`src/hw/rtl/jsu_pkg.sv`:
```
// Shared types, character constants and helpers for the JSON string unescaper.
// Used by jsu_decode, json_string_unescape and jsu_checker.
`timescale 1ns / 1ps

package jsu_pkg;

  typedef enum logic [2:0] {
    PH_WAIT = 3'd0,
    PH_TEXT = 3'd1,
    PH_ESC  = 3'd2,
    PH_HEX1 = 3'd3,
    PH_HEX2 = 3'd4
  } phase_t;

  localparam logic [1:0] KIND_DATA  = 2'd0;
  localparam logic [1:0] KIND_CLOSE = 2'd1;
  localparam logic [1:0] KIND_ERROR = 2'd2;

  localparam logic [1:0] ERR_NONE  = 2'd0;
  localparam logic [1:0] ERR_QUOTE = 2'd1;
  localparam logic [1:0] ERR_ESC   = 2'd2;

  localparam logic [7:0] CH_END       = 8'h00;
  localparam logic [7:0] CH_TAB       = 8'h09;
  localparam logic [7:0] CH_CR        = 8'h0d;
  localparam logic [7:0] CH_LF        = 8'h0a;
  localparam logic [7:0] CH_BS        = 8'h08;
  localparam logic [7:0] CH_VT        = 8'h0b;
  localparam logic [7:0] CH_SPACE     = 8'h20;
  localparam logic [7:0] CH_QUOTE     = 8'h22;
  localparam logic [7:0] CH_BACKSLASH = 8'h5c;
  localparam logic [7:0] CH_LOWER_N   = 8'h6e;
  localparam logic [7:0] CH_LOWER_R   = 8'h72;
  localparam logic [7:0] CH_LOWER_T   = 8'h74;
  localparam logic [7:0] CH_LOWER_B   = 8'h62;
  localparam logic [7:0] CH_LOWER_V   = 8'h76;
  localparam logic [7:0] CH_LOWER_X   = 8'h78;
  localparam logic [7:0] CH_DIGIT_0   = 8'h30;
  localparam logic [7:0] CH_DIGIT_9   = 8'h39;
  localparam logic [7:0] CH_LOWER_A   = 8'h61;
  localparam logic [7:0] CH_LOWER_F   = 8'h66;
  localparam logic [7:0] CH_UPPER_A   = 8'h41;
  localparam logic [7:0] CH_UPPER_F   = 8'h46;

  typedef struct packed {
    logic       valid;
    logic [1:0] kind;
    logic [7:0] data;
    logic [1:0] code;
  } jsu_result_t;

  // Bit 4 set means the byte is not a hex digit; bits 3:0 hold the digit value.
  function automatic logic [4:0] hex_value(input logic [7:0] c);
    logic [7:0] diff;
    begin
      diff = 8'd0;
      if (c >= CH_DIGIT_0 && c <= CH_DIGIT_9) begin
        diff = c - CH_DIGIT_0;
        hex_value = {1'b0, diff[3:0]};
      end else if (c >= CH_LOWER_A && c <= CH_LOWER_F) begin
        diff = c - CH_LOWER_A + 8'd10;
        hex_value = {1'b0, diff[3:0]};
      end else if (c >= CH_UPPER_A && c <= CH_UPPER_F) begin
        diff = c - CH_UPPER_A + 8'd10;
        hex_value = {1'b0, diff[3:0]};
      end else begin
        hex_value = 5'b10000;
      end
    end
  endfunction

endpackage

```
`src/hw/rtl/jsu_decode.sv`:
```
// Combinational next-state and result logic for one text byte.
// Depends on jsu_pkg for the phase type, character codes and hex_value.
`timescale 1ns / 1ps

module jsu_decode (
  input  jsu_pkg::phase_t     phase,
  input  logic [3:0]          high_nibble,
  input  logic [7:0]          in_byte,
  output jsu_pkg::phase_t     phase_next,
  output logic [3:0]          high_nibble_next,
  output jsu_pkg::jsu_result_t result
);
  import jsu_pkg::*;

  logic [4:0] hex;
  logic       is_space;

  assign hex      = hex_value(in_byte);
  assign is_space = (in_byte == CH_SPACE) || (in_byte >= CH_TAB && in_byte <= CH_CR);

  always_comb begin
    phase_next       = phase;
    high_nibble_next = high_nibble;
    result           = '{valid: 1'b0, kind: KIND_DATA, data: 8'd0, code: ERR_NONE};
    unique case (phase)
      PH_WAIT: begin
        if (is_space) begin
          phase_next = PH_WAIT;
        end else if (in_byte == CH_QUOTE) begin
          phase_next = PH_TEXT;
        end else begin
          result = '{valid: 1'b1, kind: KIND_ERROR, data: 8'd0, code: ERR_QUOTE};
        end
      end
      PH_TEXT: begin
        if (in_byte == CH_END) begin
          phase_next = PH_WAIT;
          result = '{valid: 1'b1, kind: KIND_ERROR, data: 8'd0, code: ERR_QUOTE};
        end else if (in_byte == CH_QUOTE) begin
          phase_next = PH_WAIT;
          result = '{valid: 1'b1, kind: KIND_CLOSE, data: 8'd0, code: ERR_NONE};
        end else if (in_byte == CH_BACKSLASH) begin
          phase_next = PH_ESC;
        end else begin
          result = '{valid: 1'b1, kind: KIND_DATA, data: in_byte, code: ERR_NONE};
        end
      end
      PH_ESC: begin
        phase_next = PH_TEXT;
        result = '{valid: 1'b1, kind: KIND_DATA, data: 8'd0, code: ERR_NONE};
        unique case (in_byte)
          CH_BACKSLASH: result.data = CH_BACKSLASH;
          CH_LOWER_N:   result.data = CH_LF;
          CH_LOWER_R:   result.data = CH_CR;
          CH_LOWER_T:   result.data = CH_TAB;
          CH_LOWER_B:   result.data = CH_BS;
          CH_LOWER_V:   result.data = CH_VT;
          CH_LOWER_X: begin
            phase_next   = PH_HEX1;
            result.valid = 1'b0;
          end
          default: begin
            phase_next = PH_WAIT;
            result = '{valid: 1'b1, kind: KIND_ERROR, data: 8'd0, code: ERR_ESC};
          end
        endcase
      end
      PH_HEX1: begin
        if (hex[4]) begin
          phase_next = PH_WAIT;
          result = '{valid: 1'b1, kind: KIND_ERROR, data: 8'd0, code: ERR_ESC};
        end else begin
          phase_next       = PH_HEX2;
          high_nibble_next = hex[3:0];
        end
      end
      PH_HEX2: begin
        if (hex[4]) begin
          phase_next = PH_WAIT;
          result = '{valid: 1'b1, kind: KIND_ERROR, data: 8'd0, code: ERR_ESC};
        end else begin
          phase_next = PH_TEXT;
          result = '{valid: 1'b1, kind: KIND_DATA, data: {high_nibble, hex[3:0]},
                     code: ERR_NONE};
        end
      end
      default: begin
        // Unused phase codes fall back to looking for a string.
        phase_next = PH_WAIT;
      end
    endcase
  end

endmodule

```
`src/hw/rtl/json_string_unescape.sv`:
```
// Top level of the JSON string unescaper: input register, decode, result register.
// Depends on jsu_pkg and jsu_decode.
`timescale 1ns / 1ps

// One text byte is taken per word and the block sustains one byte per clock
// while out_stall is low. A byte waits in the input register, is decoded
// against the parse phase, and its result (if any) is loaded into the result
// register, from which it is offered. The input register keeps accepting
// while a result waits, as long as it is itself empty or moving on.
// Whitespace before a string, the opening quote, a backslash, an x and
// the first hex digit produce no result word. After an error or a closed
// string the block looks for the next opening quote.
module json_string_unescape (
  input  logic       clk,
  input  logic       rst,
  input  logic       in_valid,
  output logic       in_stall,
  input  logic [7:0] in_byte,
  output logic       out_valid,
  input  logic       out_stall,
  output logic [1:0] kind,
  output logic [7:0] out_byte,
  output logic [1:0] error_code
);
  import jsu_pkg::*;

  logic        hold_valid;
  logic [7:0]  hold_byte;
  phase_t      phase;
  phase_t      phase_next;
  logic [3:0]  high_nibble;
  logic [3:0]  high_nibble_next;
  jsu_result_t result;
  logic        advance;

  // The held byte moves on whenever the result register is free or draining.
  assign advance  = !out_valid || !out_stall;
  assign in_stall = hold_valid && !advance;

  jsu_decode u_decode (
    .phase            (phase),
    .high_nibble      (high_nibble),
    .in_byte          (hold_byte),
    .phase_next       (phase_next),
    .high_nibble_next (high_nibble_next),
    .result           (result)
  );

  always_ff @(posedge clk) begin
    if (rst) begin
      hold_valid  <= 1'b0;
      out_valid   <= 1'b0;
      phase       <= PH_WAIT;
      high_nibble <= 4'd0;
    end else begin
      if (!in_stall) begin
        hold_valid <= in_valid;
      end
      if (hold_valid && advance) begin
        phase       <= phase_next;
        high_nibble <= high_nibble_next;
      end
      if (advance) begin
        out_valid <= hold_valid && result.valid;
      end
    end
  end

  always_ff @(posedge clk) begin
    if (in_valid && !in_stall) begin
      hold_byte <= in_byte;
    end
    if (advance && hold_valid && result.valid) begin
      kind       <= result.kind;
      out_byte   <= result.data;
      error_code <= result.code;
    end
  end

endmodule

```
`config.mk`:
```
export PLATFORM = sky130hd
export DESIGN_NAME = json_string_unescape
export DESIGN_NICKNAME = d
export VERILOG_FILES = /design/src/hw/rtl/jsu_pkg.sv /design/src/hw/rtl/jsu_decode.sv /design/src/hw/rtl/json_string_unescape.sv
export SDC_FILE = /design/constraint.sdc
export NUM_CORES = 1
export LEC_CHECK = 0
export ABC_AREA = 1
export BUFFER_PORTS_ARGS = -buffer_cell sky130_fd_sc_hd__buf_2
export CAP_MARGIN = 20
export CORE_UTILIZATION = 26
export CTS_BUF_LIST = sky130_fd_sc_hd__clkbuf_4 sky130_fd_sc_hd__clkbuf_8
export DETAILED_ROUTE_END_ITERATION = 6
export GPL_TIMING_DRIVEN = 0
export PLACE_DENSITY = 0.4
export SETUP_SLACK_MARGIN = 0.2
export SLEW_MARGIN = 40
export SYNTH_ARGS = -nofsm -noshare
export SYNTH_HDL_FRONTEND = slang
export SYNTH_SLANG_ARGS = --single-unit
```
`constraint.sdc`:
```
create_clock -name clk -period 2.54 [get_ports clk]
set_input_delay 0.254 -clock clk [delete_from_list [all_inputs] [get_ports clk]]
set_output_delay 0.254 -clock clk [all_outputs]
set_load 0.05 [all_outputs]
```
==> summary.md <==
| Metric | Value |
|---|---|
| Worst slew pin tran | `0.380 ns` |
| CTS tree | `done` |
| Vias in the first global route | `1,271` |
| Fin area | `roughly 2100 sq um` |
| Via count | `1,361` |
| DRT Pass-1 Iters | `6` |
| H-tree Lvls | `2` |
| CP Launch Type | `flop` |
| Slew margin rel. | `74.6%` |
| Slew Limit Fails | `0` |
| Starting Density | `27.4%` |
| Fin Setup TNS | `0 ns` |
| Commonest cells after routing, fill and taps aside | `37 x nand2_1, 25 x buf_2, 22 x inv_1, 22 x nor2_1, 20 x edfxtp_1` |
| Clk sinks | `29` |
| Initial antenna violation count | `0` |
| Net Count, Synth | `213` |
| DP Area | `1980 sq um` |
| Net Switching | `between 300 and 400 uW` |
| Tmin final | `2.19 ns` |
| DRC | `4` |
| Layout cells sized above 1 | `roughly 33%` |
| Synth Instances | `196` |
| Clock Path Buffers | `2` |
| Seq pwr share | `44.8%` |
| Power per Cell Area | `560 nW/um^2` |
| Sw Ratio | `25.2%` |
| Worst Skew | `0.00607 ns` |
| PortBufs | `24` |
| Hold Worst Slack | `0.133 ns` |
| Routability cong. | `0.823` |
| Worst EP arrival | `2.24 ns` |
| First-pass GRT wire length | `6.56 mm` |
| Library cells used by synthesis | `34` |
| Detailed placement HPWL | `3.15 mm` |
| CP Class | `reg -> reg` |
| Clock share of power | `roughly 44%` |
| N_diodes | `0` |
| Syn Area/Cell | `9.01 sq um` |
| Worst VDD drop | `about 0.18 mV` |
| Root Buffer | `clkbuf_8` |
| Final setup fails | `0` |
| Fmax | `~460 MHz` |
| Layout Nets | `245` |
| Hold WC Path Type | `in -> reg` |
| Int Pwr | `892 uW` |
| GRT Total Usage | `around an eighth` |
| Register area share after synthesis | `44.2%` |
| Final ANT Viol Nets | `0` |
| Status | `finished with violations` |
| Final core occ | `33.0%` |
| Synthesized flop and latch total | `29` |
| Number of DRC markers in iteration 0 | `81` |
| Failing checks | `DRC` |
| Drt total wl | `4.02 mm` |
| Vias/cell | `4.45` |
| Cts bufs inserted | `5` |
| Worst EP required | `between 2 and 3 ns` |
| Layout area overhead | `20.5%` |
| Routed WL per cell | `13.1 um` |
| Row count | `29` |
| Commonest non-fill, non-tap cell in the layout | `nand2_1` |
| Synth warn | `0` |
| Critical-path maximum fanout | `12` |
| Core Box Area | `between 6000 and 7000 sq um` |
| Total power | `1190 uW` |
| Mapped Area | `between 1500 and 2000 sq um` |
| Final hold violation count | `0` |
| Clock Latency Late Sink | `approximately 0.29 ns` |
| Pin count of the biggest net entering global routing | `13` |
| Logic pwr share | `11.1%` |
| Die height | `84.4 um` |
| Overall die area | `between 7000 and 8000 sq um` |
| RSZ-0062 raised after global routing | `false` |
| CTS clk-pin slew, worst paths | `around 0.07 ns` |
| Crit share post-route | `86.1%` |
| Setup crit end kind | `flop` |
| I/O pins | `26` |
| Leakage | `around 0.00082 uW` |
| Die X | `84.4 um` |
| Max-Cap Viols | `0` |
| Gr ovfl total | `0` |
## cell families after synthesis
family / count (synthesis) / synth area share (%)
compound gates: 31 / 12.7
fa+ha+maj: 5 / 3.54
buf+inv: 34 / 7.93
flops: 29 / 44.2
simple gates: 95 / 30.6
xor+xnor: 2 / 0.992
## sequential cells by signal (all words and copies together) (netlist names)
name and flops:
phase 3, out_byte 8, high_nibble 4, out_valid 1, hold_valid 1, error_code 2, kind 2, hold_byte 8
## synth_stat cells, drive strengths merged
cell | instances | area, sq um
nand2 | 45 | 194
inv | 31 | 116
nor2 | 27 | 124
edfxtp | 20 | 601
nand3 | 16 | 145
a21oi | 12 | 78.8
dfxtp | 9 | 180
ha | 5 | 62.6
o211ai | 5 | 37.5
o21ai | 5 | 25.0
nor3 | 4 | 58.8
buf | 3 | 23.8
nand4 | 2 | 12.5
o221ai | 2 | 17.5
xor2 | 2 | 17.5
a22oi | 1 | 7.51
a32o | 1 | 10.0
o2111ai | 1 | 8.76
o21a | 1 | 7.51
o21bai | 1 | 18.8
o22ai | 1 | 6.26
o31ai | 1 | 7.51
or3 | 1 | 6.26
## power groups by stage
stage	registers (uW)	clock network [uW]	logic [uW]
detailed placement	545	0	128
floorplan	574	0	64.8
global placement	545	0	129
finish	534	526	133
CTS	535	534	129
global route	536	562	146
## layer usage
metal / GRT usage [%] / wire [um]
met2: 18.2 / 1720
met1: 16.9 / 2040
met5: 0 / 0
met4: 6.47 / 114
met3: 3.83 / 148
## worst paths after layout
| check | end | slack (ns) | start | cells after the start |
|---|---|---|---|---|
| setup / recovery | out_byte[4]$_DFFE_PP_ | 0.35 | hold_byte[0]$_DFFE_PP_ | 12 |
| hold reg to reg | high_nibble[3]$_SDFFE_PP0P_ | 0.50 | high_nibble[3]$_SDFFE_PP0P_ | 2 |
| hold / removal | hold_byte[2]$_DFFE_PP_ | 0.13 | in_byte[2] | 1 |
| setup reg to reg | out_byte[4]$_DFFE_PP_ | 0.35 | hold_byte[0]$_DFFE_PP_ | 12 |
## worst max-delay path, cell delays in order, from the launching register on
cell,delay [ns]
edfxtp_1,0.48
inv_1,0.18
ha_2,0.25
inv_1,0.05
nor2_1,0.12
nand2_2,0.12
nand2_2,0.08
nand2_1,0.06
nor2_1,0.09
nand3_1,0.07
nand2_1,0.16
clkinvlp_4,0.14
buf_12,0.15
## layout make-up
type                       instances  area [sq um]
buffer                             3          23.8
clock inverter                     1          30.0
multi-input combinational        133           848
sequential                        29           781
inverter                          31           120
clock buffer                       7          90.1
tap                               77          96.3
timing repair buffer              25           140
fill                             697          4330
## through the flow
step                std cells  worst slack (ns)
floorplan                 196             0.414
global placement          297             0.197
CTS                       305             0.217
finish                    306             0.353
global route              306             0.220
detailed placement        297             0.202
## timing repair
| action | 4_1_cts | 5_1_grt |
|---|---|---|
| cloned | 0 | 0 |
| hold buffers | 0 | 0 |
| setup buffers | 0 | 1 |
| setup endpoints to repair | 12 | 12 |
| resized for setup | 1 | 1 |
(Power assumes the default switching activity.)
